$ cat src/rtl/matrix_multiply_assert.svh
// Assertion helpers shared by the matrix multiply modules.
// Each macro expects the enclosing module to have i_clk and i_rst_n.
`ifndef MATRIX_MULTIPLY_ASSERT_SVH
`define MATRIX_MULTIPLY_ASSERT_SVH

// Consequent must hold in the same cycle as the antecedent.
`define MM_ASSERT_SAME(label, ante, cons, msg) \
    label: assert property (@(posedge i_clk) disable iff (!i_rst_n) (ante) |-> (cons)) \
        else $error(msg);

// Consequent must hold in the cycle after the antecedent.
`define MM_ASSERT_NEXT(label, ante, cons, msg) \
    label: assert property (@(posedge i_clk) disable iff (!i_rst_n) (ante) |=> (cons)) \
        else $error(msg);

`endif

$ cat src/rtl/mm_pkg.sv
`timescale 1ns / 1ps

package mm_pkg;

    localparam int MAX_DIM_DEF = 8;
    localparam int IDX_W       = 3;
    localparam int VAL_W       = 32;
    localparam int FRAC_W      = 16;
    localparam int OPC_W       = 2;
    localparam int DIM_REG_W   = 4;
    localparam int APB_AW      = 4;
    localparam int APB_DW      = 32;

    // Cycles between the last multiply-accumulate issue and the result register.
    localparam int DRAIN_LEN   = 3;

    localparam logic [VAL_W-1:0] SAT_POS = 32'h7FFF_FFFF;
    localparam logic [VAL_W-1:0] SAT_NEG = 32'h8000_0000;

    typedef enum logic [OPC_W-1:0] {
        OP_LOAD_A  = 2'd0,
        OP_LOAD_B  = 2'd1,
        OP_COMPUTE = 2'd2
    } t_opcode;

    localparam logic [1:0] REG_ROWS_OF_A  = 2'd0;
    localparam logic [1:0] REG_INNER_SIZE = 2'd1;
    localparam logic [1:0] REG_COLS_OF_B  = 2'd2;

    typedef enum logic [1:0] {
        ST_IDLE,
        ST_RUN,
        ST_DRAIN
    } t_state;

    // Clamped dimensions, each held as its last index (dimension minus one).
    typedef struct packed {
        logic [IDX_W-1:0] m_last;
        logic [IDX_W-1:0] l_last;
        logic [IDX_W-1:0] n_last;
    } t_dims;

    // Command from the controller to the datapath.
    typedef struct packed {
        logic             load_a;
        logic             load_b;
        logic             mac_valid;
        logic             first;
        logic             last_k;
        logic             last_run;
        logic [IDX_W-1:0] i;
        logic [IDX_W-1:0] j;
        logic [IDX_W-1:0] k;
    } t_dp_cmd;

    // Tag that travels down the multiply-accumulate pipeline.
    typedef struct packed {
        logic             valid;
        logic             first;
        logic             last_k;
        logic             last_run;
        logic [IDX_W-1:0] i;
        logic [IDX_W-1:0] j;
    } t_mac_tag;

endpackage

$ cat src/rtl/mm_ctrl.sv
`timescale 1ns / 1ps
`include "matrix_multiply_assert.svh"

module mm_ctrl
    import mm_pkg::*;
(
    input  logic             i_clk,
    input  logic             i_rst_n,
    input  logic             i_start,
    input  logic [OPC_W-1:0] i_opcode,
    input  t_dims            i_dims,
    output logic             o_busy,
    output t_dp_cmd          o_cmd
);

    localparam int DRAIN_W = $clog2(DRAIN_LEN);

    t_state             r_state, n_state;
    logic [IDX_W-1:0]   r_i, n_i;
    logic [IDX_W-1:0]   r_j, n_j;
    logic [IDX_W-1:0]   r_k, n_k;
    logic [DRAIN_W-1:0] r_drain, n_drain;

    always_ff @(posedge i_clk) begin
        if (!i_rst_n) begin
            r_state <= ST_IDLE;
        end else begin
            r_state <= n_state;
        end
    end

    always_ff @(posedge i_clk) begin
        if (!i_rst_n) begin
            r_i     <= '0;
            r_j     <= '0;
            r_k     <= '0;
            r_drain <= '0;
        end else begin
            r_i     <= n_i;
            r_j     <= n_j;
            r_k     <= n_k;
            r_drain <= n_drain;
        end
    end

    always_comb begin
        n_state = r_state;
        n_i     = r_i;
        n_j     = r_j;
        n_k     = r_k;
        n_drain = r_drain;
        o_busy  = (r_state != ST_IDLE);
        o_cmd   = '0;
        case (r_state)
            ST_IDLE: begin
                if (i_start) begin
                    case (i_opcode)
                        OP_LOAD_A:  o_cmd.load_a = 1'b1;
                        OP_LOAD_B:  o_cmd.load_b = 1'b1;
                        OP_COMPUTE: begin
                            n_state = ST_RUN;
                            n_i     = '0;
                            n_j     = '0;
                            n_k     = '0;
                        end
                        default: ;
                    endcase
                end
            end
            ST_RUN: begin
                o_cmd.mac_valid = 1'b1;
                o_cmd.first     = (r_k == '0);
                o_cmd.last_k    = (r_k == i_dims.l_last);
                o_cmd.last_run  = (r_k == i_dims.l_last) && (r_j == i_dims.n_last) &&
                                  (r_i == i_dims.m_last);
                o_cmd.i         = r_i;
                o_cmd.j         = r_j;
                o_cmd.k         = r_k;
                if (r_k != i_dims.l_last) begin
                    n_k = r_k + IDX_W'(1);
                end else begin
                    n_k = '0;
                    if (r_j != i_dims.n_last) begin
                        n_j = r_j + IDX_W'(1);
                    end else begin
                        n_j = '0;
                        if (r_i != i_dims.m_last) begin
                            n_i = r_i + IDX_W'(1);
                        end else begin
                            n_state = ST_DRAIN;
                            n_drain = DRAIN_W'(DRAIN_LEN - 1);
                        end
                    end
                end
            end
            ST_DRAIN: begin
                if (r_drain == '0) begin
                    n_state = ST_IDLE;
                end else begin
                    n_drain = r_drain - DRAIN_W'(1);
                end
            end
            default: n_state = ST_IDLE;
        endcase
    end

    `MM_ASSERT_NEXT(a_compute_goes_busy, i_start && !o_busy && (i_opcode == OP_COMPUTE), o_busy, "compute item did not raise busy")
    `MM_ASSERT_SAME(a_index_in_range, o_cmd.mac_valid, (r_k <= i_dims.l_last) && (r_j <= i_dims.n_last) && (r_i <= i_dims.m_last), "loop index beyond dimension")
    `MM_ASSERT_SAME(a_load_only_idle, o_cmd.load_a || o_cmd.load_b, i_start && !o_busy && !o_cmd.mac_valid, "load issued while busy")

endmodule

$ cat config.mk
export PLATFORM = sky130hd
export DESIGN_NAME = mm_ctrl
export DESIGN_NICKNAME = d
export VERILOG_FILES = /design/src/rtl/mm_pkg.sv /design/src/rtl/mm_ctrl.sv
export VERILOG_INCLUDE_DIRS = /design/src /design/src/rtl
export SDC_FILE = /design/constraint.sdc
export NUM_CORES = 1
export LEC_CHECK = 0
export BUFFER_PORTS_ARGS = -buffer_cell sky130_fd_sc_hd__buf_2
export CORE_MARGIN = 5
export CORE_UTILIZATION = 49
export DETAILED_ROUTE_END_ITERATION = 10
export GPL_ROUTABILITY_DRIVEN = 1
export GPL_TIMING_DRIVEN = 0
export PLACE_DENSITY = 0.83
export SLEW_MARGIN = 10
export SYNTH_ARGS = -nofsm -noshare
export SYNTH_HDL_FRONTEND = slang
export SYNTH_SLANG_ARGS = --single-unit
$ cat constraint.sdc
create_clock -name i_clk -period 2 [get_ports i_clk]
set_input_delay 0.3 -clock i_clk [delete_from_list [all_inputs] [get_ports i_clk]]
set_output_delay 0.3 -clock i_clk [all_outputs]
set_load 0.05 [all_outputs]
==> impl_metrics.csv, run 1 <==
group,metric,value,unit
placed_design,globalplace.congestion,0.841,
power,power_density,467,nW/um^2
sta,fin_crit,1.89,ns
layout,regArea,264,sq um
route,drc_errors,0,
clock_network,clk_latency,0.28,ns
synth,synth_nets,131,
synth,netlist_top_cells_count,"13 x dfxtp_1, 9 x nand3_1, 8 x nor2_1, 7 x and2_1, 7 x inv_1",
grt,grt_antenna_before_repair,0,
placed_design,placed_cells,166,
placed_design,dp_slack,0.0907,ns
sta,finalHoldViolCount,0,
worst_setup_path,end_kind,"output pin",
sta,skew,0.00397,ns
route,drtIter0Drc,19,
worst_setup_path,startpoint,"r_k[2]",
power,ir_drop,0.304,mV
synth,synth_cell_types,36,
worst_setup_path,r2r_cells,7,
layout,drive_gt1_frac,0.331,
worst_setup_path,worst-endpoint-required,1.70,ns
floorplanning,die_h,53.1,um
layout,layout.nets,165,
layout,final_cells,170,
job,cap_viol_max_count,0,
floorplanning,die_area,2820,sq um
clock_network,hold_buffers,0,
floorplanning,placeableCoreArea,1750,sq um
sta,tightestPinTransition,0.555,ns
layout,multiInputGateArea,629,sq um
synth,syn_inst,112,
placed_design,placed_area,1110,sq um
floorplanning,chipWidth,53.1,um
grt,grt_usage,0.170,
sta,rsz0062_at_grt,"false",
route,wirelength,2.23,mm
worst_setup_path,path_class,"register to output pin",
synth,ys.flop_type,"dfxtp_1",
route,routed-via-count,927,
synth,synth_edf_count,0,
placed_design,portBuffers,29,
synth,synth_top_area_frac,0.286,
grt,first_global_vias,875,
layout,syn2layout_area_growth,27.8,%
clock_network,clkTransAtPathRegs,0.08,ns
clock_network,cts_max_path_buffers,2,
floorplanning,placementRows,15,
clock_network,htree_levels,1,
clock_network,cts_tree,"built",
grt,grt_pass1_wl,3.57,mm
clock_network,clock_sinks,13,
layout,fin_area,1160,sq um
placed_design,hpwl,1.67,mm
route,firstDrtPassIters,4,
worst_setup_path,rr_startpoint,"r_state[1]",
worst_setup_path,endpoint,"o_cmd[9]",
clock_network,cts_root_buf,"clkbuf_4",
worst_setup_path,critPathLaunchType,"register",
synth,async_flop_share,0,
floorplanning,ios,30,
grt,grt_overflow,0,
synth,syn_avg_cell_area,8.12,sq um
synth,netlist_area,910,sq um
route,drtAntennaViolNets,0,
sta,slew_headroom,0.625,
status,status,"completed",
worst_setup_path,rrSetupSlack,0.23,ns
synth,yosysSeqAreaShare,0.286,
hold_path,hp-class,"input pin to register",
synth,yosysTopAreaCell,"dfxtp_1",
sta,worst_slack,0.111,ns
worst_setup_path,arrival,1.59,ns
layout,fin_util,0.666,
worst_setup_path,cp_max_fo,5,
route,vias_per_cell,5.45,
sta,maxSlewViolCount,0,
layout,nFillCells,147,
power,p_leak,0.520,nW
sta,max_freq,529,MHz
route,wl_per_cell,13.1,um
synth,yosysWarnings,0,
floorplanning,initial_utilization,0.521,
grt,grt_max_degree,15,
sta,final.period_utilization,0.945,
synth,ys_ff_latch,13,
sta,finalSetupViolations,0,
synth,synth_area_leaders,"dfxtp_1 29%, ha_1 6.9%, xor2_1 5.8%",
synth,synth.most_common_cell,"dfxtp_1",
sta,whs,0.387,ns
worst_setup_path,r2r_end,"r_i[1]",
layout,antennaDiodeCount,0,
clock_network,numCtsBuffers,3,
-- worst min-delay path by stage --
stage                     depth (start not counted)  slack [ns]  startpoint          to
final                                             4        0.39     i_rst_n      r_i[1]
after global placement                            2        0.44  r_drain[1]  r_drain[1]
after CTS                                         4        0.39     i_rst_n      r_i[1]
after floorplan                                   2        0.43  r_drain[1]  r_drain[1]
after global routing                              4        0.41     i_rst_n      r_i[1]
after detailed placement                          2        0.45  r_drain[1]  r_drain[1]
-- power breakdown --
part / switching, mW / internal [mW]
combinational: 0.0706 / 0.0373
sequential: 0.00361 / 0.261
clock: 0.0923 / 0.0775
-- critical path: stages, from the launching register on --
cell and delay (ns):
dfxtp_2 0.36, xor2_2 0.17, nor4_4 0.37, and3_4 0.23
buf_4 0.19
-- metrics by stage --
step | setup TNS [ns] | power [mW]
CTS | 0 | 0.533
global route | 0 | 0.562
finish | 0 | 0.543
floorplan | -1.10 | 0.341
detailed placement | 0 | 0.375
global placement | 0 | 0.371
-- cells by family after synthesis --
group	count (synthesis)	synth area share
XOR/XNOR	9	0.0867
multiplexers	1	0.0110
flip-flops	13	0.286
buffers and inverters	12	0.0619
AND/OR/NAND/NOR	54	0.358
adder cells (fa/ha/maj)	5	0.0688
AO/OA/AOI/OAI	18	0.128
-- flip-flops by register name, indices dropped and copies added, names as in the netlist --
register,flops
r_i,3
r_drain,2
r_j,3
r_k,3
r_state,2
-- area by class of cell --
class,instances,area share
Buffer,4,0.0226
Sequential cell,13,0.227
Multi-Input combinational cell,87,0.541
Clock buffer,4,0.0226
Tap cell,25,0.0269
Inverter,7,0.0258
Timing Repair Buffer,30,0.133
-- per-layer routing --
layer  global-route usage  wire (um)  vias to the layer above
li1                     -          -                      461
met1                0.193        922                      427
met2                0.312       1110                       34
met3               0.0282        167                        5
met4               0.0638         29                        0
met5                    0          0                        -
-- cells in the final DEF (no fill, tap or decap), types with 2 or more instances in the layout --
cell,count
nand4_1,2
ha_1,5
o211ai_1,2
xor2_2,2
dfxtp_1,10
and3_1,2
buf_2,28
inv_1,6
nand3_1,9
a21boi_1,2
dfxtp_2,3
xor2_1,4
clkbuf_1,3
nor2b_1,5
a41oi_1,2
a21oi_1,2
o21ai_0,6
nor4_1,2
xnor2_1,3
nor2_1,8
nor3b_2,2
and2_1,7
nand2_1,5
buf_4,3
nor3_1,2
clkbuf_4,3
-- timing repair --
item,CTS,global route
pin swaps,1,2
setup endpoints to repair,9,9
setup buffers,1,0
gates resized for setup,3,2
(Power assumes the default switching activity.)
==> run 2, diff against run 1 <==
--- a/config.mk
+++ b/config.mk
@@ -6,13 +6,13 @@
 export SDC_FILE = /design/constraint.sdc
 export NUM_CORES = 1
 export LEC_CHECK = 0
-export BUFFER_PORTS_ARGS = -buffer_cell sky130_fd_sc_hd__buf_2
 export CORE_MARGIN = 5
-export CORE_UTILIZATION = 49
+export CORE_UTILIZATION = 60
 export DETAILED_ROUTE_END_ITERATION = 10
+export DONT_BUFFER_PORTS = 1
 export GPL_ROUTABILITY_DRIVEN = 1
 export GPL_TIMING_DRIVEN = 0
-export PLACE_DENSITY = 0.83
+export PLACE_DENSITY = 0.81
 export SLEW_MARGIN = 10
 export SYNTH_ARGS = -nofsm -noshare
 export SYNTH_HDL_FRONTEND = slang
==> run 2 against run 1 <==
Compared with the run above: combinational power decreased by 15%; critical endpoint unchanged; the flow now finishes with violations (setup timing); routed wire length fell by 5.7%; clock-buffer cell count unchanged; core utilization grew 5.2 points; register-to-register slack worse by 0.33 ns; flip-flop and latch count unchanged; via count fell by 12%.
==> impl_metrics.csv, run 2 (synthesized netlist as in run 1, its figures left out) <==
group,metric,value,unit
sta,tightestPinTransition,1.05,ns
placed_design,globalplace.congestion,0.829,
sta,slew_headroom,0.295,
layout,final_cells,133,
sta,maxSlewViolCount,0,
clock_network,clkTransAtPathRegs,0.08,ns
floorplanning,placementRows,14,
worst_setup_path,startpoint,"r_k[2]",
grt,grt_antenna_before_repair,0,
power,p_clk_frac,0.321,
layout,final_common_cell,"dfxtp_1",
power,p_sw,0.156,mW
placed_design,placed_cells,128,
route,drtAntennaViolNets,0,
worst_setup_path,arrival,2.17,ns
worst_setup_path,rrSetupSlack,-0.10,ns
sta,fin_crit,2.47,ns
sta,finalSetupViolations,3,
power,switching_share,0.300,
status,violations,"setup timing",
worst_setup_path,end_kind,"output pin",
floorplanning,placeableCoreArea,1470,sq um
route,wl_per_cell,15.8,um
route,wirelength,2.10,mm
floorplanning,initial_utilization,0.618,
power,combPwrFrac,0.175,
floorplanning,chipWidth,48.9,um
sta,worst_slack,-0.467,ns
layout,drive_gt1_frac,0.231,
power,ir_drop,0.338,mV
clock_network,clk_latency,0.28,ns
worst_setup_path,r2r_cells,5,
clock_network,cts_root_buf,"clkbuf_4",
grt,grt_max_degree,15,
sta,whs,0.279,ns
layout,fin_area,1060,sq um
grt,grt_pass1_wl,3.55,mm
route,firstDrtPassIters,4,
sta,rsz0062_at_grt,"true",
job,cap_viol_max_count,0,
worst_setup_path,endpoint,"o_cmd[9]",
power,intPower,0.366,mW
clock_network,cts_tree,"built",
hold_path,hp-class,"input pin to register",
status,status,"finished, violations left",
layout,largestRegisters,"r_i x3, r_j x3, r_k x3",
route,vias_per_cell,6.14,
route,routed-via-count,816,
route,drtIter0Drc,17,
worst_setup_path,critPathLaunchType,"register",
clock_network,cts_max_path_buffers,2,
power,power_density,495,nW/um^2
clock_network,clock_sinks,13,
placed_design,placed_area,970,sq um
grt,grt_overflow,0,
floorplanning,die_area,2390,sq um
layout,layout_common_cells,"10 x dfxtp_1, 9 x nand3_1, 8 x nor2_1, 7 x inv_1, 6 x o21ai_0",
worst_setup_path,worst-endpoint-required,1.70,ns
layout,layout.nets,137,
grt,grt_usage,0.187,
hold_path,hold_depth,3,
worst_setup_path,cp_max_fo,7,
floorplanning,ios,30,
route,drc_errors,0,
power,finalPower,0.522,mW
worst_setup_path,rr_startpoint,"r_k[2]",
floorplanning,die_h,48.9,um
power,p_leak,0.404,nW
worst_setup_path,path_class,"register to output pin",
layout,syn2layout_area_growth,16.1,%
placed_design,hpwl,1.61,mm
sta,finalHoldViolCount,0,
layout,antennaDiodeCount,0,
placed_design,portBuffers,0,
sta,max_freq,405,MHz
sta,skew,0.00345,ns
sta,final.period_utilization,1.23,
grt,first_global_vias,781,
clock_network,numCtsBuffers,3,
power,seqPwrFrac,0.504,
placed_design,dp_slack,-0.202,ns
clock_network,htree_levels,1,
worst_setup_path,r2r_end,"r_drain[0]",
## run 2: cell count changes in the layout (fill, tap and decap cells not counted), sizes merged
cell / before / now
buf: 32 / 4
clkinvlp: 1 / 0
inv: 6 / 7
## run 2: critical path, cell delays in order (launching register included)
cell     delay, ns
dfxtp_4       0.37
xor2_4        0.16
nor4_4        0.92
and3_4        0.43
## run 2: how the worst min path moves through the flow
stage	from	endpoint	slack (ns)
final	i_rst_n	r_i[1]	0.28
after floorplan	r_drain[1]	r_drain[1]	0.43
after global placement	r_drain[1]	r_drain[1]	0.45
after detailed placement	r_drain[1]	r_drain[1]	0.45
after global routing	i_rst_n	r_i[1]	0.28
after CTS	i_rst_n	r_i[1]	0.28
## run 2: layout make-up
class | instances | area (sq um)
buffer | 4 | 26.3
clock buffer | 4 | 26.3
inverter | 7 | 26.3
tap | 16 | 20.0
sequential | 13 | 269
fill | 130 | 415
multi-input combinational | 87 | 673
timing repair buffer | 2 | 15.0
## run 2: layer usage
layer / wire [um] / track usage / up-vias / share of wire
li1: - / - / 402 / -
met3: 119 / 0.0398 / 5 / 0.057
met5: 0 / 0 / - / 0
met4: 38 / 0.0807 / 0 / 0.018
met2: 1090 / 0.339 / 21 / 0.52
met1: 848 / 0.206 / 388 / 0.40
## run 2: power groups by stage
stage | Clock (mW) | Sequential, mW | Combinational (mW)
after floorplan | 0 | 0.270 | 0.0713
after global placement | 0 | 0.271 | 0.0812
after detailed placement | 0 | 0.271 | 0.0850
after CTS | 0.169 | 0.263 | 0.0910
after global routing | 0.191 | 0.264 | 0.0992
final | 0.168 | 0.263 | 0.0914
## run 2: repair_timing
item	in CTS	in global routing
buffers inserted	2	0
pin swaps	2	1
endpoints found under the setup margin	13	9
resized for setup	12	4
hold buffers	0	0
## run 2: through the flow
stage	utilization	TNS (ns)
floorplan	-	-1.10
global placement	0.651	-1.52
detailed placement	0.659	-0.450
CTS	0.714	-0.621
global route	0.718	-0.896
finish	0.718	-0.602
