`src/rtl/matrix_multiply_assert.svh`:
```
// Assertion helpers shared by the matrix multiply modules.
// Each macro expects the enclosing module to have i_clk and i_rst_n.
`ifndef MATRIX_MULTIPLY_ASSERT_SVH
`define MATRIX_MULTIPLY_ASSERT_SVH

// Consequent must hold in the same cycle as the antecedent.
`define MM_ASSERT_SAME(label, ante, cons, msg) \
    label: assert property (@(posedge i_clk) disable iff (!i_rst_n) (ante) |-> (cons)) \
        else $error(msg);

// Consequent must hold in the cycle after the antecedent.
`define MM_ASSERT_NEXT(label, ante, cons, msg) \
    label: assert property (@(posedge i_clk) disable iff (!i_rst_n) (ante) |=> (cons)) \
        else $error(msg);

`endif

```
`src/rtl/mm_pkg.sv`:
```
`timescale 1ns / 1ps

package mm_pkg;

    localparam int MAX_DIM_DEF = 8;
    localparam int IDX_W       = 3;
    localparam int VAL_W       = 32;
    localparam int FRAC_W      = 16;
    localparam int OPC_W       = 2;
    localparam int DIM_REG_W   = 4;
    localparam int APB_AW      = 4;
    localparam int APB_DW      = 32;

    // Cycles between the last multiply-accumulate issue and the result register.
    localparam int DRAIN_LEN   = 3;

    localparam logic [VAL_W-1:0] SAT_POS = 32'h7FFF_FFFF;
    localparam logic [VAL_W-1:0] SAT_NEG = 32'h8000_0000;

    typedef enum logic [OPC_W-1:0] {
        OP_LOAD_A  = 2'd0,
        OP_LOAD_B  = 2'd1,
        OP_COMPUTE = 2'd2
    } t_opcode;

    localparam logic [1:0] REG_ROWS_OF_A  = 2'd0;
    localparam logic [1:0] REG_INNER_SIZE = 2'd1;
    localparam logic [1:0] REG_COLS_OF_B  = 2'd2;

    typedef enum logic [1:0] {
        ST_IDLE,
        ST_RUN,
        ST_DRAIN
    } t_state;

    // Clamped dimensions, each held as its last index (dimension minus one).
    typedef struct packed {
        logic [IDX_W-1:0] m_last;
        logic [IDX_W-1:0] l_last;
        logic [IDX_W-1:0] n_last;
    } t_dims;

    // Command from the controller to the datapath.
    typedef struct packed {
        logic             load_a;
        logic             load_b;
        logic             mac_valid;
        logic             first;
        logic             last_k;
        logic             last_run;
        logic [IDX_W-1:0] i;
        logic [IDX_W-1:0] j;
        logic [IDX_W-1:0] k;
    } t_dp_cmd;

    // Tag that travels down the multiply-accumulate pipeline.
    typedef struct packed {
        logic             valid;
        logic             first;
        logic             last_k;
        logic             last_run;
        logic [IDX_W-1:0] i;
        logic [IDX_W-1:0] j;
    } t_mac_tag;

endpackage

```
`src/rtl/mm_regs.sv`:
```
`timescale 1ns / 1ps

module mm_regs
    import mm_pkg::*;
#(
    parameter int MAX_DIM = MAX_DIM_DEF
) (
    input  logic              i_clk,
    input  logic              i_rst_n,
    input  logic              psel,
    input  logic              penable,
    input  logic              pwrite,
    input  logic [APB_AW-1:0] paddr,
    input  logic [APB_DW-1:0] pwdata,
    output logic [APB_DW-1:0] prdata,
    output logic              pready,
    output t_dims             o_dims
);

    logic [DIM_REG_W-1:0] r_rows;
    logic [DIM_REG_W-1:0] r_inner;
    logic [DIM_REG_W-1:0] r_cols;
    logic                 wr_en;
    logic [1:0]           reg_sel;

    assign pready  = 1'b1;
    assign wr_en   = psel & penable & pwrite;
    assign reg_sel = paddr[3:2];

    always_ff @(posedge i_clk) begin
        if (!i_rst_n) begin
            r_rows  <= DIM_REG_W'(MAX_DIM_DEF);
            r_inner <= DIM_REG_W'(MAX_DIM_DEF);
            r_cols  <= DIM_REG_W'(MAX_DIM_DEF);
        end else if (wr_en) begin
            case (reg_sel)
                REG_ROWS_OF_A:  r_rows  <= pwdata[DIM_REG_W-1:0];
                REG_INNER_SIZE: r_inner <= pwdata[DIM_REG_W-1:0];
                REG_COLS_OF_B:  r_cols  <= pwdata[DIM_REG_W-1:0];
                default: ;
            endcase
        end
    end

    always_comb begin
        case (reg_sel)
            REG_ROWS_OF_A:  prdata = APB_DW'(r_rows);
            REG_INNER_SIZE: prdata = APB_DW'(r_inner);
            REG_COLS_OF_B:  prdata = APB_DW'(r_cols);
            default:        prdata = '0;
        endcase
    end

    // Zero counts as one and anything above the store size counts as the store size.
    function automatic logic [IDX_W-1:0] clamp_last(input logic [DIM_REG_W-1:0] v);
        logic [IDX_W-1:0] res;
        if (v == '0) begin
            res = '0;
        end else if (v > DIM_REG_W'(MAX_DIM)) begin
            res = IDX_W'(MAX_DIM - 1);
        end else begin
            res = IDX_W'(v - DIM_REG_W'(1));
        end
        return res;
    endfunction

    assign o_dims.m_last = clamp_last(r_rows);
    assign o_dims.l_last = clamp_last(r_inner);
    assign o_dims.n_last = clamp_last(r_cols);

endmodule

```
`config.mk`:
```
export PLATFORM = sky130hd
export DESIGN_NAME = mm_regs
export DESIGN_NICKNAME = d
export VERILOG_FILES = /design/src/rtl/matrix_multiply_assert.svh /design/src/rtl/mm_pkg.sv /design/src/rtl/mm_regs.sv
export SDC_FILE = /design/constraint.sdc
export NUM_CORES = 1
export LEC_CHECK = 0
export BUFFER_PORTS_ARGS = -buffer_cell sky130_fd_sc_hd__buf_2
export CAP_MARGIN = 20
export CORE_ASPECT_RATIO = 1.4
export CORE_MARGIN = 2
export CORE_UTILIZATION = 41
export DETAILED_ROUTE_END_ITERATION = 8
export PLACE_DENSITY_LB_ADDON = 0.2
export RECOVER_POWER = 100
export SETUP_SLACK_MARGIN = 0.05
export SLEW_MARGIN = 20
export SYNTH_ARGS = -nofsm -noshare
export SYNTH_HDL_FRONTEND = slang
export SYNTH_SLANG_ARGS = --single-unit
```
`constraint.sdc`:
```
create_clock -name i_clk -period 3.1 [get_ports i_clk]
set_input_delay 0.465 -clock i_clk [delete_from_list [all_inputs] [get_ports i_clk]]
set_output_delay 0.465 -clock i_clk [all_outputs]
set_load 0.005 [all_outputs]
```
==> results.txt, run 1 <==
The worst hold slack came out at 483 ps. The post-CTS resize count came out at 0. The placement-stage worst setup slack is 1440 ps. The deepest level of the CTS H-tree came out at 1. The global route total overflow is 0. Walking the worst path, the cells encountered are inv_1 -> ha_1 -> inv_1 -> maj3_1 -> buf_2.

In this run the standard cell core region covers 2340 µm². The pin slew with the least headroom to its limit is 792 ps. The number of buffers on the longest clock path came out at 2. The cell that appears most often on the critical path is sky130_fd_sc_hd__inv_1. The largest stage delay on the critical path is 350 ps.

After legalization and detailed placement, the total HPWL measured 1420 µm. The initial cell density of the core is 42.2%. The startpoint identified for the worst hold timing path is r_cols[0]$_SDFFE_PN0P_. Static timing analysis puts the maximum clock frequency at 526 MHz. The number of placed instances with taps included is 163. Ranked by total cell area, the synthesized netlist is headed by sky130_fd_sc_hd__dfxtp_1 (24%), sky130_fd_sc_hd__buf_4 (23%), sky130_fd_sc_hd__mux2i_1 (16%). The global-route wire length before repair is 2770 µm. The via total after detailed routing is 745.

The number of hold buffers added after CTS was 0. The placed standard-cell area is 997 µm². The sequential share of the synthesized area came out at 24.4%. The worst-case IR drop observed on VDD is 0.183 mV.

The post-route netlist has 13.2% of its cells at a drive strength greater than 1. The total routing resource utilization after global routing came out at 13.7%. After layout, the minimum clock period comes to 1900 ps. The post-CTS setup buffer count came out at 0. The die span in y is 62.0 µm. The setup violation total in the final timing report is 0. The net count of the finished layout is 189. Each instance of the synthesized netlist takes up on average 8.08 µm². The congestion estimate from routability-driven global placement came to 0.700. The count of warnings emitted by yosys came out at 0.

The critical path arrival came out at 1440 ps. The number of storage elements in the synthesis netlist is 12. After synthesis, the largest family of logic cells by area is buffers and inverters. The root cell of the clock tree is sky130_fd_sc_hd__clkbuf_4. The number of synthesized flops with an enable pin is 0. The post-synthesis to final-layout area growth came out at 2.66%. The cell area that synthesis handed to floorplanning was 986 µm². The final setup skew came out at 0 ps. The internal power component came out at 0.243 mW. Across all setup checks in the final design, the least slack found is 1200 ps. The count of cell types in the netlist came out at 21. The synthesized netlist devotes 8.38% of its cell area to compound gates. The critical path startpoint category is a flip-flop.

The largest individual stage delay along the critical path comes from the cell sky130_fd_sc_hd__dfxtp_1. During I/O placement, the number of pins put on the boundary was 83. The data required time of the critical path is 2630 ps. The clock network power share is 37.4%. Once layout is complete, the utilization of the core stands at 43.3%.

Setup repair after global routing left no endpoint under its margin. The critical path is of the reg -> out type. The TritonCTS clock tree is done. Clock-pin slew was measured on the worst setup and hold paths at 70 ps.

Entering global routing, the biggest net connects 17 pins. The floorplan die area came out at 2820 µm². Summing internal, switching and leakage power gives 0.322 mW. The max-slew violation count came to 0. Of the total synthesized cell area, the portion taken by AND, OR, NAND and NOR gates is 16.9%. The number of global-route vias before repair was 664. The min-delay analysis places its worst path in the category reg -> reg.

Across the whole layout, storage elements account for 240 µm². The power density over the cells is 318 nW/µm². The number of violations reported at the end of detailed-routing iteration 0 came out at 17. Of the total synthesized cell area, the portion taken by XOR and XNOR cells is 0%. The final-report hold violation count is 0. Buffers inserted during clock tree synthesis total 3.

Combinational logic burns 13.4% of the power. The adder and majority cell fraction of the synthesized area is 5.84%. The total DRC errors in the routed layout is 0.

The first TritonRoute pass finished after 3 iterations. The launch instance of the worst register-to-register path is r_cols[3]$_SDFFE_PN1P_. The share of synthesized area spent on multiplexers came out at 16.2%. The top cell types in the final layout, fill and taps aside, are sky130_fd_sc_hd__conb_1 (29), sky130_fd_sc_hd__nand2_1 (18), sky130_fd_sc_hd__mux2i_1 (16). The synthesized design spends more area on one cell type than any other, namely sky130_fd_sc_hd__dfxtp_1. Port buffering added 23 buffers. The remaining antenna violation count is 0. The remaining max-slew budget at the tightest pin is 46.8%.

The filler-free cell count of the finished design is 167. Of the total power, registers draw 49.2%. The library cell used most frequently in the layout, excluding fill and tap cells, is sky130_fd_sc_hd__conb_1. The layout has 260 filler cells. The latest clock arrival within the worst-skew pair is 260 ps. The number of antenna violations at the first check in global routing came out at 0. The run finished with clean final reports. Of the post-synthesis cell area, the dominant cell type holds 24.4%. The average wire per cell in the routed design came out at 10.1 µm. The via density per instance came out at 4.46. The synthesized instance count is 122. The routed wire length came out at 1690 µm. The final setup TNS is 0 ps. The most instantiated flip-flop cell in the synthesis netlist is sky130_fd_sc_hd__dfxtp_1. In this run switching power makes up 24.3% of total power.

The share of async-settable or async-resettable flops after synthesis is 0%. The final critical path takes up 61.3% of the cycle. Once layout is done, the placed cells without fillers occupy 1010 µm². The net load switching power came out at 0.0783 mW.

The total inserted antenna cells is 0. The critical path starts at r_cols[0]$_SDFFE_PN0P_. The maximum fanout encountered on the critical timing path is 3. The leakage power came out at 0.477 nW. The total area of multi-input combinational cells came out at 566 µm². The number of rows created at floorplan came out at 21. The clock sink count came out at 12. The chip width came out at 45.4 µm. The worst setup path is captured at a primary output. The number of max-cap violations is 0.
final timing paths:
kind                            slack [ps]  cells after the start                     end
worst max-delay path                  1200                      5               o_dims[1]
worst min-delay path                   480                      2  r_cols[0]$_SDFFE_PN0P_
worst max register to register        2410                      2  r_cols[3]$_SDFFE_PN1P_
worst min register to register         480                      2  r_cols[0]$_SDFFE_PN0P_
flip-flops by register name, summed over array words and instances (netlist names):
signal / count
r_cols: 4
r_inner: 4
r_rows: 4
worst max-delay path, delay by kind of cell, from the launching register on:
kind / cells / cell delay [ps]
flops: 1 / 350
buf+inv: 3 / 240
fa+ha+maj: 2 / 590
synth_stat cells (2+ instances only):
library cell	instances
sky130_fd_sc_hd__a21o_1	3
sky130_fd_sc_hd__dfxtp_1	12
sky130_fd_sc_hd__o21a_1	2
sky130_fd_sc_hd__ha_1	3
sky130_fd_sc_hd__mux2i_1	16
sky130_fd_sc_hd__maj3_1	2
sky130_fd_sc_hd__nand2_1	18
sky130_fd_sc_hd__conb_1	2
sky130_fd_sc_hd__nor2_1	2
sky130_fd_sc_hd__o21ai_0	6
sky130_fd_sc_hd__nor2b_1	7
sky130_fd_sc_hd__inv_1	10
sky130_fd_sc_hd__o31ai_1	2
sky130_fd_sc_hd__buf_4	30
kinds of logic (layout without fill, tap and decap cells):
logic type / Yosys count / after routing
fa+ha+maj: 5 / 5
compound gates: 13 / 13
other cells: 2 / 29
simple gates: 32 / 32
mux: 16 / 16
buf+inv: 42 / 37
flops: 12 / 12
power groups by stage:
stage                     registers [mW]  logic [mW]  clock network [mW]
after global placement             0.162      0.0438                   0
after floorplan                    0.161      0.0564                   0
after detailed placement           0.162      0.0443                   0
after CTS                          0.158      0.0444               0.125
final                              0.158      0.0431               0.120
after global routing               0.159      0.0511               0.134
area by class of cell:
class / count / share of cell area [%]
Multi-Input combinational cell: 95 / 55.9
Sequential cell: 12 / 23.7
Timing Repair Buffer: 23 / 10.3
Inverter: 10 / 3.71
Clock buffer: 4 / 3.58
Tap cell: 23 / 2.84
layer usage:
metal  vias to the layer above  GRT usage (%)  wire length, µm
met3                         2           2.60              100
li1                        378              -                -
met2                        31           23.3              853
met4                         0           7.56               10
met1                       334           15.8              721
met5                         -              0                0
Power figures use the tool's default switching activity.
==> run 2: changes to the inputs <==
CORE_UTILIZATION = 34   (was 41)
clock period = 1.6 ns   (was 3.1 ns; I/O delays follow)
==> run 2 against run 1 <==
Against the previous run:
- sequential power grew 95%
- sequential share of layout area shrank 2.3 points
- worst setup slack lost 1100 ps
- clock-buffer cell count shrank 1
- hold slack lost 180 ps
- cell count grew 11%
- total power grew 110%
- largest cell class unchanged
- flip-flop and latch count is the same
- clock skew is the same
- wire length grew 15%
- critical path depth is the same
- highest routed layer unchanged
==> results.txt, run 2 (same netlist as run 1, synthesis figures left out) <==
Walking the worst path, the cells encountered are inv_2 -> ha_4 -> inv_2 -> maj3_2 -> buf_6. The final-report hold violation count came out at 0. Clock-pin slew was measured on the worst setup and hold paths at 50 ps. Port buffering added 23 buffers.

The via total after detailed routing came out at 783. For this run, the slowest stage of the critical path takes 330 ps. The layout has 302 filler cells.

Entering global routing, the biggest net connects 17 pins. The total routing resource utilization after global routing is 11.7%. The tightest min-delay check is of the in -> reg type. The number of optimization iterations in the first detailed-route pass is 4. The pin slew with the least headroom to its limit came out at 825 ps. After the first detailed-routing iteration, the DRC count stood at 14. The number of antenna violations at the first check in global routing is 0. The max-slew violation count came out at 0.

The routed length on met2 came out at 909 µm. In the detailed route, the total length drawn on met3 is 160 µm. Pin placement for this block handled 83 I/O pins.

The final-stage net count came out at 194. At the end of routability-driven placement, the weighted congestion stood at 0.771. For this run, the share of the core covered by cells in the final layout is 40.6%.

Cells with a size suffix above 1 make up 29.7% of the layout. The root cell of the clock tree is sky130_fd_sc_hd__clkbuf_8. The buffers plus inverters on the worst setup path is 3. The power density over the cells is 596 nW/µm². The clock sink count came out at 12. The data required time of the critical path came out at 1360 ps. The setup violation total in the final timing report came out at 0. The clock period minus worst slack is 1550 ps. The total inserted antenna cells came out at 0. The worst-case IR drop observed on VDD is 0.337 mV. The library cell used most frequently in the layout, excluding fill and tap cells, is sky130_fd_sc_hd__conb_1.

In the final layout, the registers with the most flip-flops are r_cols: 4 flops, r_inner: 4 flops, r_rows: 4 flops. The worst hold slack came out at 302 ps. In this run the deepest clock path goes through 2 buffers. At the worst endpoint, the arrival time is 1310 ps. The slowest stage of the critical path is the sky130_fd_sc_hd__dfxtp_2 cell. The area growth from synthesis to layout is 16.0%. The remaining max-slew budget at the tightest pin came out at 44.6%. The total power came out at 0.681 mW.

Among cell families on the critical path, the largest total delay comes from adder cells. The number of clock buffers inserted by TritonCTS came out at 3. In the final timing run, aggregate negative setup slack is 0 ps.

In this run the top signal layer used is met4. The global-route wire length before repair is 2880 µm. The final setup skew came out at 0 ps. After detailed routing, the average wire length per cell comes to 10.4 µm.

The leakage power is 0.544 nW. Setup repair after global routing could not meet its margin everywhere. The via density per instance is 4.23.

The post-route cell area is 1140 µm². The maximum fanout encountered on the critical timing path is 2. The register cell area after layout came out at 245 µm². Counting stages on the worst path, the most repeated cell is sky130_fd_sc_hd__inv_2.

The critical path startpoint category is a flip-flop. TritonCTS built the clock tree. The placed standard-cell area came out at 1010 µm². At the later pin of the worst-skew pair, clock insertion delay measures 240 ps. The number of global-route vias before repair is 671.

The category of the critical setup timing path is reg -> out. Across the run, the number of max-cap violations was 0. The routed wire length is 1930 µm. The floorplan die area is 3350 µm². The total DRC errors in the routed layout is 0. Once the floorplan was initialized, standard cells occupied 35.0% of the core. In this run the remaining antenna-violating nets after routing total 0. For this run the aggregate overflow at the end of global routing stands at 0. From bottom edge to top edge, the die measures 67.7 µm. The total half-perimeter wirelength after legalization and detailed placement came out at 1470 µm. In the layout the commonest cells are sky130_fd_sc_hd__conb_1 (29), sky130_fd_sc_hd__nand2_1 (18), sky130_fd_sc_hd__buf_2 (17). Based on the critical path, the design can be clocked at up to 646 MHz. The total area of multi-input combinational cells came out at 621 µm². The chip width is 49.5 µm.

The core region is 2820 µm². In this run the number of H-tree levels came out at 1. In this run the core area contains 23 standard-cell rows.

The flow ran to the end, and the final reports show no timing, DRC or antenna violations. The worst setup path is captured at a primary output. The post-route met1 wirelength is 827 µm. The final worst-path cycle share came out at 96.7%.
-- run 2: cell types whose count changed in the layout (fill, tap and decap cells not counted), sizes merged --
cell    change
buf         +9
clkbuf      -5
-- run 2: layout make-up --
class                   count  share of cell area (%)
clock buffers               3                    3.61
inverters                  10                    3.28
multi-input cells          95                    54.3
flip-flops and latches     12                    21.4
well taps                  37                    4.05
repair buffers             28                    13.3
-- run 2: report_power, final --
part           switching [mW]  internal, mW
clock                   0.111         0.166
sequential            0.00476         0.303
combinational          0.0564        0.0396
total                   0.172         0.509
-- run 2: layer usage --
metal	vias to the layer above	GRT usage (%)
li1	387	-
met1	351	13.1
met2	41	19.3
met3	4	3.10
met4	0	8.33
met5	-	0
-- run 2: worst paths after layout --
path                                               from                      end  slack [ps]  cells past startpoint
worst max register to register   r_rows[2]$_SDFFE_PN0P_   r_rows[2]$_SDFFE_PN0P_         880                      2
worst min register to register  r_inner[1]$_SDFFE_PN0P_  r_inner[1]$_SDFFE_PN0P_         490                      2
worst min-delay path                          pwdata[3]   r_rows[3]$_SDFFE_PN1P_         300                      3
worst max-delay path             r_cols[0]$_SDFFE_PN0P_                o_dims[1]          50                      5
-- run 2: repair_timing --
| item | in CTS | in global routing |
|---|---|---|
| gates resized for setup | 10 | 17 |
| pin swaps | 0 | 2 |
| hold buffers | 0 | 0 |
| setup endpoints to repair | 5 | 6 |
| setup buffers | 4 | 1 |
-- run 2: worst reg2reg max path, delay by kind of cell, from the launching register on --
kind,cells,cell delay [ps]
and+or+nand+nor,1,80
muxes,1,120
DFF,1,460
-- run 2: through the flow --
stage | setup WS (ps) | std cells
2_1_floorplan | 360 | 149
3_3_place_gp | 216 | 177
6_report | 53.1 | 185
4_1_cts | 20.8 | 184
3_5_place_dp | 191 | 177
5_1_grt | 10.1 | 185
==> run 3: changes to the inputs <==
CORE_MARGIN = not set   (was 2)
PLACE_DENSITY_LB_ADDON = 0.15   (was 0.2)
==> run 3 against run 2 <==
Against the previous run:
- flip-flop and latch count unchanged
- fmax shrank 1.2%
- non-clock buffer count rose by 2
- cell area rose by 0.55%
- clock-buffer cell count did not move
- combinational power up 2%
- die area fell by 6.9%
- critical path type unchanged
- critical endpoint unchanged
- largest cell class unchanged
- largest power group unchanged
==> results.txt, run 3 (same netlist as run 1, synthesis figures left out) <==
The flow ran to the end, and the final reports show no timing, DRC or antenna violations. The leakage power came out at 0.558 nW. The total inserted antenna cells is 0. The max-slew violation count came out at 0. The final setup TNS is 0 ps. The clock transition at the registers of the reported paths came out at 70 ps. The placement-stage worst setup slack is 216 ps. The filler-free cell count of the finished design came out at 186.

The initial cell density of the core is 36.5%. The die span in y is 65.7 µm. The number of global-route vias before repair came out at 691. The min-delay analysis places its worst path in the category in -> reg.

The worst setup path is captured at a primary output. The clock sink count is 12. The pin slew with the least headroom to its limit is 744 ps. By instance count, the cell type seen most on the critical path is sky130_fd_sc_hd__inv_2.

The clock period minus worst slack is 1560 ps. The routability congestion estimate from global placement is 0.700. In this design, the largest share of critical-path delay is due to adder cells.

The number of antenna violations at the first check in global routing came out at 0. The signal on the critical path passes through inv_2 -> ha_4 -> inv_2 -> maj3_2 -> buf_2. The via total after detailed routing came out at 797. The final worst slack came out at 35.0 ps.

The average wire per cell in the routed design is 10.3 µm. The number of buffers on the longest clock path came out at 2. The post-synthesis to final-layout area growth is 16.6%. The number of placed instances with taps included came out at 177. The largest registers in the layout are r_cols: 4 flops, r_inner: 4 flops, r_rows: 4 flops.

TritonCTS built the clock tree. For this run, design rule violations remaining after detail routing come to 0. The chip width came out at 47.5 µm. The number of violations reported at the end of detailed-routing iteration 0 is 14. The maximum fanout encountered on the critical timing path came out at 2. The latest clock arrival within the worst-skew pair came out at 260 ps.

The number of rows created at floorplan came out at 22. The fraction of layout instances using a drive strength above 1 came out at 34.7%. The most common cell after layout, fill and taps aside is sky130_fd_sc_hd__conb_1. The number of max-cap violations came out at 0.

The global-route wire length before repair came out at 3070 µm. The placed standard-cell area came out at 1020 µm². The final worst-path cycle share came out at 97.8%.

The maximum vdd ir drop came out at 0.334 mV. In the layout the commonest cells are sky130_fd_sc_hd__conb_1 (29), sky130_fd_sc_hd__buf_2 (20), sky130_fd_sc_hd__nand2_1 (18). The tree is rooted in a sky130_fd_sc_hd__clkbuf_4. The largest single stage delay on the critical path is 340 ps. The standard cell with the maximum stage delay on the critical path is sky130_fd_sc_hd__dfxtp_2. The final-report hold violation count came out at 0. The total routing resource utilization after global routing is 13.7%. Setup repair after global routing could not meet its margin everywhere. The remaining antenna violation count is 0.

The final-stage net count came out at 196. The top achievable clock speed came out at 639 MHz. In this run the tool buffered the top-level ports with 23 buffer cells.

The global route total overflow came out at 0. The post-route cell area is 1150 µm². The setup violation total in the final timing report is 0. In this run the number of H-tree levels came out at 1. In the routed layout, each cell is associated on average with a via count of 4.28.

The filler cell count is 285. The worst hold slack is 278 ps. The worst setup path is launched from a flip-flop. For this design the ratio of total power to cell area is 502 nW/µm². The data required time of the critical path came out at 1360 ps.

The buffers plus inverters on the worst setup path is 3. The sequential cells in the finished layout cover a total of 245 µm². Measured against its own limit, the worst slew margin works out to 50.0%. The floorplan step defined a die boundary enclosing 3120 µm². After detailed routing, the total wire length is 1910 µm.

The total half-perimeter wirelength after legalization and detailed placement is 1420 µm. The number of clock buffers inserted by TritonCTS is 3. The category of the critical setup timing path is reg -> out. The number of optimization iterations in the first detailed-route pass came out at 4. The total area inside the core boundary comes to 2700 µm². The multi-input combinational cells in the finished layout cover a total of 628 µm². The final setup skew came out at 0 ps. 83 I/O pins were placed.

The pin count of the biggest net entering global routing came out at 17. The critical path arrival is 1320 ps.
==> run 3: routing by layer <==
layer | track usage (%) | share of wire [%] | up-vias
li1 | - | - | 394
met1 | 18.1 | 40 | 353
met2 | 21.7 | 51 | 46
met3 | 1.65 | 7.2 | 4
met4 | 5.71 | 1.7 | 0
met5 | 0 | 0 | -
==> run 3: timing repair <==
action	in CTS	in global routing
setup endpoints to repair	5	6
hold buffers	0	0
pin swaps	1	3
gates resized for setup	16	15
buffers inserted	4	2
==> run 3: final timing paths <==
kind | startpoint | to | slack (ps) | cells past startpoint
worst min register to register | r_rows[1]$_SDFFE_PN0P_ | r_rows[1]$_SDFFE_PN0P_ | 490 | 2
worst max-delay path | r_cols[0]$_SDFFE_PN0P_ | o_dims[1] | 40 | 5
worst min-delay path | pwdata[3] | r_cols[3]$_SDFFE_PN1P_ | 280 | 3
worst max register to register | r_cols[0]$_SDFFE_PN0P_ | r_cols[0]$_SDFFE_PN0P_ | 800 | 4
==> run 3: report_power, final <==
part | internal, mW | switching (mW)
clock | 0.0868 | 0.0862
sequential | 0.303 | 0.00439
combinational | 0.0410 | 0.0568
total | 0.430 | 0.147
==> run 3: tightest hold or removal path, cell delays in order <==
cell                      delay (ps)
sky130_fd_sc_hd__buf_2            70
sky130_fd_sc_hd__nor2b_1          60
sky130_fd_sc_hd__mux2i_1         120
==> run 3: layout make-up <==
cell class                 instances  area share [%]
timing repair buffer              30            14.9
multi-input combinational         95            54.6
inverter                          10            3.26
tap                               36            3.92
clock buffer                       3            1.96
sequential                        12            21.3
==> run 3: metrics by stage <==
step	util (%)	power, mW
floorplan	-	0.421
global placement	37.8	0.400
detailed placement	37.8	0.401
CTS	41.4	0.586
global route	42.6	0.616
finish	42.6	0.578
